### src/rtl/core/i2cmbe_pkg.sv
// ----------------------------------------------------------------------------
// i2cmbe_pkg
// Shared codes and types of the I2C master byte engine.
// ----------------------------------------------------------------------------
package i2cmbe_pkg;

   localparam logic [1:0] FUNC_START = 2'd0;
   localparam logic [1:0] FUNC_STOP  = 2'd1;
   localparam logic [1:0] FUNC_WRITE = 2'd2;
   localparam logic [1:0] FUNC_READ  = 2'd3;

   localparam logic CSR_HALF_PERIOD   = 1'b0;
   localparam logic CSR_STRETCH_LIMIT = 1'b1;

   localparam logic [7:0] HALF_PERIOD_RESET   = 8'd10;
   localparam logic [7:0] STRETCH_LIMIT_RESET = 8'd255;

   localparam logic [3:0] BITS_PER_BYTE = 4'd8;

   typedef struct packed {
      logic       cmd_valid;
      logic [1:0] func;
      logic [7:0] tx_byte;
      logic       ack_level;
      logic       scl_line;
      logic       sda_line;
   } item_type;

   typedef struct packed {
      logic       scl_drive_low;
      logic       sda_drive_low;
      logic       busy_res;
      logic       done_res;
      logic [7:0] rx_byte;
      logic       nack;
      logic       timed_out;
   } result_type;

endpackage

### src/rtl/core/i2cmbe_core.sv
// ----------------------------------------------------------------------------
// i2cmbe_core
// Bus sequencer state and the per-tick step logic of the byte engine.
// ----------------------------------------------------------------------------
module i2cmbe_core (
   input  logic                   clock,
   input  logic                   reset,
   input  logic                   step_en,
   input  i2cmbe_pkg::item_type   item,
   input  logic [7:0]             half_period,
   input  logic [7:0]             stretch_limit,
   output i2cmbe_pkg::result_type res
);

   typedef enum logic [2:0] {
      PH_IDLE = 3'd0,
      PH_W1   = 3'd1,
      PH_POLL = 3'd2,
      PH_W2   = 3'd3,
      PH_HOLD = 3'd4
   } phase_type;

   phase_type  phase_ff, phase_in;
   logic [1:0] cmd_ff, cmd_in;
   logic [3:0] bit_count_ff, bit_count_in;
   logic [7:0] shift_ff, shift_in;
   logic [7:0] delay_ff, delay_in;
   logic [7:0] stretch_ff, stretch_in;
   logic       scl_low_ff, scl_low_in;
   logic       sda_low_ff, sda_low_in;
   logic       ack_hold_ff, ack_hold_in;
   logic       tmo_ff, tmo_in;

   logic       delay_over;
   logic       stretch_over;
   logic [3:0] bit_next;
   logic [7:0] shift_next;

   assign delay_over   = ({1'b0, delay_ff} + 9'd1) >= {1'b0, half_period};
   assign stretch_over = ({1'b0, stretch_ff} + 9'd1) >= {1'b0, stretch_limit};
   assign bit_next     = bit_count_ff + 4'd1;
   assign shift_next   = (cmd_ff == i2cmbe_pkg::FUNC_WRITE) ? {shift_ff[6:0], 1'b0}
                                                            : {shift_ff[6:0], item.sda_line};

   always_comb begin
      phase_in     = phase_ff;
      cmd_in       = cmd_ff;
      bit_count_in = bit_count_ff;
      shift_in     = shift_ff;
      delay_in     = delay_ff;
      stretch_in   = stretch_ff;
      scl_low_in   = scl_low_ff;
      sda_low_in   = sda_low_ff;
      ack_hold_in  = ack_hold_ff;
      tmo_in       = tmo_ff;
      res.done_res  = 1'b0;
      res.rx_byte   = 8'd0;
      res.nack      = 1'b0;
      res.timed_out = 1'b0;
      case (phase_ff)
         PH_IDLE: begin
            if (item.cmd_valid) begin
               cmd_in       = item.func;
               bit_count_in = 4'd0;
               tmo_in       = 1'b0;
               case (item.func)
                  i2cmbe_pkg::FUNC_START: sda_low_in = 1'b0;
                  i2cmbe_pkg::FUNC_STOP:  sda_low_in = 1'b1;
                  i2cmbe_pkg::FUNC_WRITE: begin
                     shift_in   = item.tx_byte;
                     sda_low_in = ~item.tx_byte[7];
                  end
                  default: begin
                     shift_in    = 8'd0;
                     ack_hold_in = item.ack_level;
                     sda_low_in  = 1'b0;
                  end
               endcase
               phase_in   = PH_W1;
               delay_in   = 8'd0;
               stretch_in = 8'd0;
            end
         end
         PH_W1: begin
            if (delay_over) begin
               scl_low_in = 1'b0;
               phase_in   = PH_POLL;
               delay_in   = 8'd0;
               stretch_in = 8'd0;
            end else begin
               delay_in = delay_ff + 8'd1;
            end
         end
         PH_POLL: begin
            if (item.scl_line || stretch_over) begin
               tmo_in     = tmo_ff | ~item.scl_line;
               phase_in   = PH_W2;
               delay_in   = 8'd0;
               stretch_in = 8'd0;
            end else begin
               stretch_in = stretch_ff + 8'd1;
            end
         end
         PH_W2: begin
            if (!delay_over) begin
               delay_in = delay_ff + 8'd1;
            end else begin
               delay_in   = 8'd0;
               stretch_in = 8'd0;
               if (cmd_ff == i2cmbe_pkg::FUNC_START) begin
                  sda_low_in = 1'b1;
                  phase_in   = PH_HOLD;
               end else if (cmd_ff == i2cmbe_pkg::FUNC_STOP) begin
                  sda_low_in = 1'b0;
                  phase_in   = PH_HOLD;
               end else if (tmo_ff) begin
                  res.done_res  = 1'b1;
                  res.timed_out = 1'b1;
                  res.nack      = (cmd_ff == i2cmbe_pkg::FUNC_WRITE);
                  phase_in      = PH_IDLE;
               end else if (bit_count_ff < i2cmbe_pkg::BITS_PER_BYTE) begin
                  shift_in     = shift_next;
                  bit_count_in = bit_next;
                  scl_low_in   = 1'b1;
                  if (bit_next < i2cmbe_pkg::BITS_PER_BYTE) begin
                     if (cmd_ff == i2cmbe_pkg::FUNC_WRITE) sda_low_in = ~shift_next[7];
                  end else if (cmd_ff == i2cmbe_pkg::FUNC_WRITE) begin
                     sda_low_in = 1'b0;
                  end else begin
                     sda_low_in = ~ack_hold_ff;
                  end
                  phase_in = PH_W1;
               end else begin
                  scl_low_in   = 1'b1;
                  res.done_res = 1'b1;
                  if (cmd_ff == i2cmbe_pkg::FUNC_WRITE) res.nack = item.sda_line;
                  else res.rx_byte = shift_ff;
                  phase_in = PH_IDLE;
               end
            end
         end
         PH_HOLD: begin
            if (!delay_over) begin
               delay_in = delay_ff + 8'd1;
            end else begin
               if (cmd_ff == i2cmbe_pkg::FUNC_START) scl_low_in = 1'b1;
               res.done_res = 1'b1;
               phase_in     = PH_IDLE;
               delay_in     = 8'd0;
               stretch_in   = 8'd0;
            end
         end
         default: begin
            phase_in   = PH_IDLE;
            delay_in   = 8'd0;
            stretch_in = 8'd0;
         end
      endcase
      res.scl_drive_low = scl_low_in;
      res.sda_drive_low = sda_low_in;
      res.busy_res      = (phase_in != PH_IDLE);
   end

   always_ff @(posedge clock) begin
      if (reset) begin
         phase_ff     <= PH_IDLE;
         cmd_ff       <= 2'd0;
         bit_count_ff <= 4'd0;
         shift_ff     <= 8'd0;
         delay_ff     <= 8'd0;
         stretch_ff   <= 8'd0;
         scl_low_ff   <= 1'b0;
         sda_low_ff   <= 1'b0;
         ack_hold_ff  <= 1'b0;
         tmo_ff       <= 1'b0;
      end else if (step_en) begin
         phase_ff     <= phase_in;
         cmd_ff       <= cmd_in;
         bit_count_ff <= bit_count_in;
         shift_ff     <= shift_in;
         delay_ff     <= delay_in;
         stretch_ff   <= stretch_in;
         scl_low_ff   <= scl_low_in;
         sda_low_ff   <= sda_low_in;
         ack_hold_ff  <= ack_hold_in;
         tmo_ff       <= tmo_in;
      end
   end

   a_byte_bound: assert property (@(posedge clock) disable iff (reset)
      bit_count_ff <= i2cmbe_pkg::BITS_PER_BYTE)
      else $error("bit count past one byte");

   a_poll_released: assert property (@(posedge clock) disable iff (reset)
      phase_ff == PH_POLL |-> !scl_low_ff)
      else $error("scl driven while polling");

   a_idle_scl_step: assert property (@(posedge clock) disable iff (reset)
      step_en && phase_ff == PH_W1 && delay_over |=> phase_ff == PH_POLL && !scl_low_ff)
      else $error("scl not released after first wait");

endmodule

### src/rtl/core/i2c_master_byte_engine.sv
// ----------------------------------------------------------------------------
// i2c_master_byte_engine
// Open-drain I2C master stepped once per accepted tick transaction.
// ----------------------------------------------------------------------------
// Each req_ transaction is one bus tick: sampled scl/sda levels plus an
// optional command (start, stop, write byte, read byte). Each tick yields
// exactly one rsp_ transaction with the pin drives after that tick, busy,
// a done pulse and the command result (rx byte, nack, timed_out).
// The csr_ port writes half_period (index 0) and stretch_limit (index 1);
// write only while the engine is idle.
// An input register feeds the step logic, which loads the output register that
// drives rsp_. Throughput is one tick per cycle with no gap while the receiver
// takes each rsp_ as it is offered.
// When the receiver stalls, the output register holds and the input register
// takes one more tick, then req_ready drops until rsp_ is taken.
// Reset (synchronous) releases both lines, sets the engine idle, empties both
// registers and restores half_period 10 and stretch_limit 255.
// ----------------------------------------------------------------------------
module i2c_master_byte_engine (
   input  logic       clock,
   input  logic       reset,
   input  logic       req_valid,
   output logic       req_ready,
   input  logic       req_cmd_valid,
   input  logic [1:0] req_func,
   input  logic [7:0] req_tx_byte,
   input  logic       req_ack_level,
   input  logic       req_scl_line,
   input  logic       req_sda_line,
   output logic       rsp_valid,
   input  logic       rsp_ready,
   output logic       rsp_scl_drive_low,
   output logic       rsp_sda_drive_low,
   output logic       rsp_busy_res,
   output logic       rsp_done_res,
   output logic [7:0] rsp_rx_byte,
   output logic       rsp_nack,
   output logic       rsp_timed_out,
   input  logic       csr_we,
   input  logic       csr_index,
   input  logic [7:0] csr_wdata
);

   i2cmbe_pkg::item_type   item_ff;
   i2cmbe_pkg::result_type step_res;
   i2cmbe_pkg::result_type res_ff;
   logic                   s1_valid_ff;
   logic                   out_valid_ff;
   logic                   advance;
   logic [7:0]             half_period_ff;
   logic [7:0]             stretch_limit_ff;

   assign advance   = s1_valid_ff && (!out_valid_ff || rsp_ready);
   assign req_ready = !s1_valid_ff || advance;

   always_ff @(posedge clock) begin
      if (reset) begin
         half_period_ff   <= i2cmbe_pkg::HALF_PERIOD_RESET;
         stretch_limit_ff <= i2cmbe_pkg::STRETCH_LIMIT_RESET;
      end else if (csr_we) begin
         case (csr_index)
            i2cmbe_pkg::CSR_HALF_PERIOD:   half_period_ff   <= csr_wdata;
            i2cmbe_pkg::CSR_STRETCH_LIMIT: stretch_limit_ff <= csr_wdata;
            default: ;
         endcase
      end
   end

   always_ff @(posedge clock) begin
      if (reset) begin
         s1_valid_ff  <= 1'b0;
         out_valid_ff <= 1'b0;
      end else begin
         if (req_valid && req_ready) s1_valid_ff <= 1'b1;
         else if (advance) s1_valid_ff <= 1'b0;
         if (advance) out_valid_ff <= 1'b1;
         else if (rsp_ready) out_valid_ff <= 1'b0;
      end
   end

   always_ff @(posedge clock) begin
      if (req_valid && req_ready) begin
         item_ff.cmd_valid <= req_cmd_valid;
         item_ff.func      <= req_func;
         item_ff.tx_byte   <= req_tx_byte;
         item_ff.ack_level <= req_ack_level;
         item_ff.scl_line  <= req_scl_line;
         item_ff.sda_line  <= req_sda_line;
      end
      if (advance) res_ff <= step_res;
   end

   i2cmbe_core u_core (
      .clock         (clock),
      .reset         (reset),
      .step_en       (advance),
      .item          (item_ff),
      .half_period   (half_period_ff),
      .stretch_limit (stretch_limit_ff),
      .res           (step_res)
   );

   assign rsp_valid         = out_valid_ff;
   assign rsp_scl_drive_low = res_ff.scl_drive_low;
   assign rsp_sda_drive_low = res_ff.sda_drive_low;
   assign rsp_busy_res      = res_ff.busy_res;
   assign rsp_done_res      = res_ff.done_res;
   assign rsp_rx_byte       = res_ff.rx_byte;
   assign rsp_nack          = res_ff.nack;
   assign rsp_timed_out     = res_ff.timed_out;

   a_done_not_busy: assert property (@(posedge clock) disable iff (reset)
      rsp_valid && rsp_done_res |-> !rsp_busy_res)
      else $error("done reported while still busy");

   a_result_on_done: assert property (@(posedge clock) disable iff (reset)
      rsp_valid && (rsp_timed_out || rsp_nack || rsp_rx_byte != 8'd0) |-> rsp_done_res)
      else $error("result fields set without done");

   a_timeout_scl_free: assert property (@(posedge clock) disable iff (reset)
      rsp_valid && rsp_timed_out |-> !rsp_scl_drive_low)
      else $error("scl held low after timeout");

   a_stall_holds_item: assert property (@(posedge clock) disable iff (reset)
      s1_valid_ff && out_valid_ff && !rsp_ready |=> s1_valid_ff && out_valid_ff)
      else $error("transaction lost during stall");

endmodule

### config.mk
export PLATFORM = sky130hd
export DESIGN_NAME = i2c_master_byte_engine
export DESIGN_NICKNAME = d
export VERILOG_FILES = /design/src/rtl/core/i2cmbe_pkg.sv /design/src/rtl/core/i2cmbe_core.sv /design/src/rtl/core/i2c_master_byte_engine.sv
export SDC_FILE = /design/constraint.sdc
export NUM_CORES = 1
export LEC_CHECK = 0
export ABC_AREA = 1
export BUFFER_PORTS_ARGS = -buffer_cell sky130_fd_sc_hd__buf_2
export CORE_MARGIN = 2
export CORE_UTILIZATION = 64
export DETAILED_ROUTE_END_ITERATION = 6
export PLACE_DENSITY = 0.95
export SLEW_MARGIN = 20
export SYNTH_ARGS = -nofsm -noshare
export SYNTH_HDL_FRONTEND = slang
export SYNTH_HIERARCHICAL = 1
export SYNTH_SLANG_ARGS = --single-unit
### constraint.sdc
create_clock -name clock -period 8.8 [get_ports clock]
set_clock_uncertainty 0.2 [all_clocks]
set_input_delay 0.88 -clock clock [delete_from_list [all_inputs] [get_ports clock]]
set_output_delay 0.88 -clock clock [all_outputs]
set_load 0.03 [all_outputs]
==> impl_metrics.py <==
metrics = {
    "run_status": {
        "status": "finished clean",
    },
    "grt": {
        "grt_overflow": 0,
        "met2_usage_pct": 48.7,
        "top_usage_layer": "met2",
        "grt_start_max_net_pins": 29,
        "grt_pass1_vias": 3643,
        "grt_pass1_wl_um": 16300,
        "grt_use_met1_pct": 33.7,
        "antenna_found_initial": 0,
        "grt_util_all_layers_pct": 27.8,
        "grt_use_met3_pct": 3.71,
    },
    "final_layout": {
        "fin_nets": 641,
        "regArea_um2": 1940,
        "n_antenna_cell": 0,
        "area_growth_syn_to_layout_pct": 10.4,
        "layoutNonFillerInstCount": 675,
        "n_fill_cell": 472,
        "multi_input_area_um2": 2030,
        "drive_gt1_share_pct": 15.0,
    },
    "clocking": {
        "ctsHtreeMaxLevel": 3,
        "numCtsBuffers": 9,
        "clk_root_buffer_cell": "clkbuf_8",
        "cts_max_path_buffers": 2,
        "postCtsHoldBufs": 0,
        "post_cts_buffers": 0,
        "clkLatencyLatePin_ps": 360,
        "path_clk_slew_ps": 90,
        "cts.sinks": 83,
        "tritoncts": "done",
        "ctsResizeCount": 0,
    },
    "setup_path": {
        "r2r_start": "u_core/delay_ff[0]",
        "critPathMaxStageDelay_ps": 460,
        "startpoint": "u_core/delay_ff[0]",
        "critPathSlowestCell": "dfxtp_1",
        "rrSetupSlack_ps": 5290,
        "cp_data_arrival_time_ps": 3490,
        "timing.critical_path.cells": "ha_1 -> nand2_1 -> nor2_4 -> nand3_1 -> xor2_1 -> inv_1 -> ha_1 -> nand4_1 -> nor3_1 -> nand2_1 -> nand3_4 -> nand4_1 -> nor3_1",
        "cp-end-kind": "flop",
        "start_kind": "flop",
        "cp_top_family": "simple AND/OR/NAND/NOR gates",
        "path_class": "flop to flop",
        "r2r-end": "rsp_rx_byte[5]",
        "cp_max_fo": 11,
        "rr_worst_depth": 13,
        "critical_path_buf_inv_count": 1,
        "crit_required_ps": 8780,
    },
    "yosys": {
        "syn_area_per_cell_um2": 7.96,
        "synth_fp_nets": 599,
        "ys_seq_elements": 83,
        "synth_warnings": 6,
        "ys_seq_area_share_pct": 44.5,
        "postSynthCellCount": 548,
        "syn_area_um2": 4360,
        "ys_types": 36,
    },
    "sta": {
        "finalHoldViolCount": 0,
        "drv_slew": 0,
        "tightestPinTransition_ps": 752,
        "period_needed_ps": 3510,
        "finalCritPeriodShare_pct": 39.9,
        "fmax_ghz": 0.285,
        "setup_violations": 0,
        "slew_headroom_pct": 49.8,
        "rsz0062_at_grt": "no",
        "finalSetupTns_ps": 0,
    },
    "floorplanning": {
        "die_y_um": 86.6,
        "fp.dieW_um": 86.6,
        "rows": 30,
        "core_um2": 6680,
        "dieArea_um2": 7500,
        "ios": 44,
        "initial_core_util_pct": 65.3,
    },
    "placement": {
        "hpwl_um": 7000,
        "place_congestion": 0.963,
        "io_buffers": 43,
        "dp.cells": 659,
    },
    "detailed_routing": {
        "num_vias": 3947,
        "drcViolationCount": 0,
        "ant_nets": 0,
        "drt_iter0_drc": 513,
        "first_pass_iters": 6,
        "wl_per_cell_um": 14.9,
        "avgViaCountPerCell": 5.85,
        "routed_wl_um": 10100,
    },
    "worst_hold_path": {
        "worstHoldStart": "half_period_ff[1]",
        "hold_class": "flop to flop",
        "hold_path_depth": 2,
        "whs_endpoint": "half_period_ff[1]",
    },
    "job": {
        "max_cap_violations": 0,
    },
    "power_and_ir_drop": {
        "ir_drop_v": 0.000116,
        "powerDensity_nw_per_um2": 178,
        "power.total_uw": 856,
        "p_leak_uw": 0.00228,
    },
}
-- cell families (layout without fill, tap and decap cells) --
group / count (synthesis) / count (layout) / synth area share [%]
DFF: 83 / 83 / 44.5
buffers and inverters: 100 / 147 / 9.32
AOI/OAI and AO/OA: 95 / 95 / 11.6
xor gates and xnor gates: 12 / 12 / 2.41
and+or+nand+nor: 235 / 235 / 25.6
adders and majority gates: 23 / 23 / 6.59
-- cell usage after synthesis, drive strengths merged --
cell type  instances  area (um^2)
nand2            100          398
inv               88          330
nor2              63          290
dfxtp             55         1100
a21oi             49          245
nand3             39          228
o21ai             36          184
edfxtp            28          841
ha                23          288
nand4             16          106
nor3              12         60.1
xor2              10         87.6
buf                6         53.8
clkbuf             6         22.5
nand3b             4         30.0
o211ai             4         30.0
a21o               2         15.0
xnor2              2         17.5
a211oi             1         7.51
a31oi              1         6.26
a32o               1         10.0
o22ai              1         6.26
or2                1         6.26
-- registers in the layout, summed over array words and instances, names as in the netlist, 2 cells and up --
| signal | cells |
|---|---|
| u_core/cmd_ff | 2 |
| stretch_limit_ff | 8 |
| rsp_rx_byte | 8 |
| u_core/stretch_ff | 8 |
| half_period_ff | 8 |
| u_core/delay_ff | 8 |
| u_core/bit_count_ff | 4 |
| u_core/shift_ff | 8 |
| item_ff | 14 |
| u_core/phase_ff | 3 |
-- where the power goes --
| group | internal, uW | switching [uW] |
|---|---|---|
| Sequential | 419 | 15.7 |
| Combinational | 44.2 | 91.5 |
| Clock | 136 | 149 |
| Total | 599 | 257 |
-- routing by layer --
layer	wire, um	part of all wire (%)
met5	0	0
met4	387	3.8
met3	654	6.5
met2	4990	50
met1	4020	40
-- worst max path at each step --
stage | slack [ps] | depth (start not counted) | to
6_report | 5290 | 13 | rsp_rx_byte[5]
5_1_grt | 5130 | 13 | rsp_rx_byte[5]
4_1_cts | 5370 | 13 | rsp_rx_byte[5]
3_5_place_dp | 5210 | 8 | u_core/shift_ff[1]
3_3_place_gp | 5510 | 8 | u_core/shift_ff[4]
2_1_floorplan | 5510 | 8 | u_core/shift_ff[6]
-- cell type report --
cell class / instances / share of cell area [%]
clock buffers: 9 / 2.57
clock inverters: 7 / 1.66
inverters: 88 / 6.86
multi-input cells: 365 / 42.1
flip-flops and latches: 83 / 40.3
well taps: 80 / 2.08
repair buffers: 43 / 4.47
-- worst reg2reg max path: stages, from the launching register on --
cell,delay [ps]
dfxtp_1,460
ha_1,220
nand2_1,100
nor2_4,150
nand3_1,110
xor2_1,170
inv_1,90
ha_1,330
nand4_1,130
nor3_1,220
nand2_1,250
nand3_4,280
nand4_1,330
nor3_1,290
-- placed cells by master (no fill, tap or decap), drive strengths merged, types with 2 or more instances in the layout --
cell and count:
clkbuf 9, dfxtp 55, o211ai 4, nand4 16, xor2 10, nor2 63, nor3 12, a21oi 49
nand3 39, ha 23, buf 43, xnor2 2, nand2 100, o21ai 36, nand3b 4, a21o 2
edfxtp 28, inv 92
-- metrics by stage --
step	setup WS (ps)	hold WS (ps)	cell area, um^2	util [%]
6_report	5290	269	4820	72.1
5_1_grt	5130	292	4820	72.1
4_1_cts	5370	271	4810	72.0
3_5_place_dp	5210	248	4610	69.0
3_3_place_gp	5510	245	4610	69.0
2_1_floorplan	5510	229	4360	-
Power figures use the tool's default switching activity.
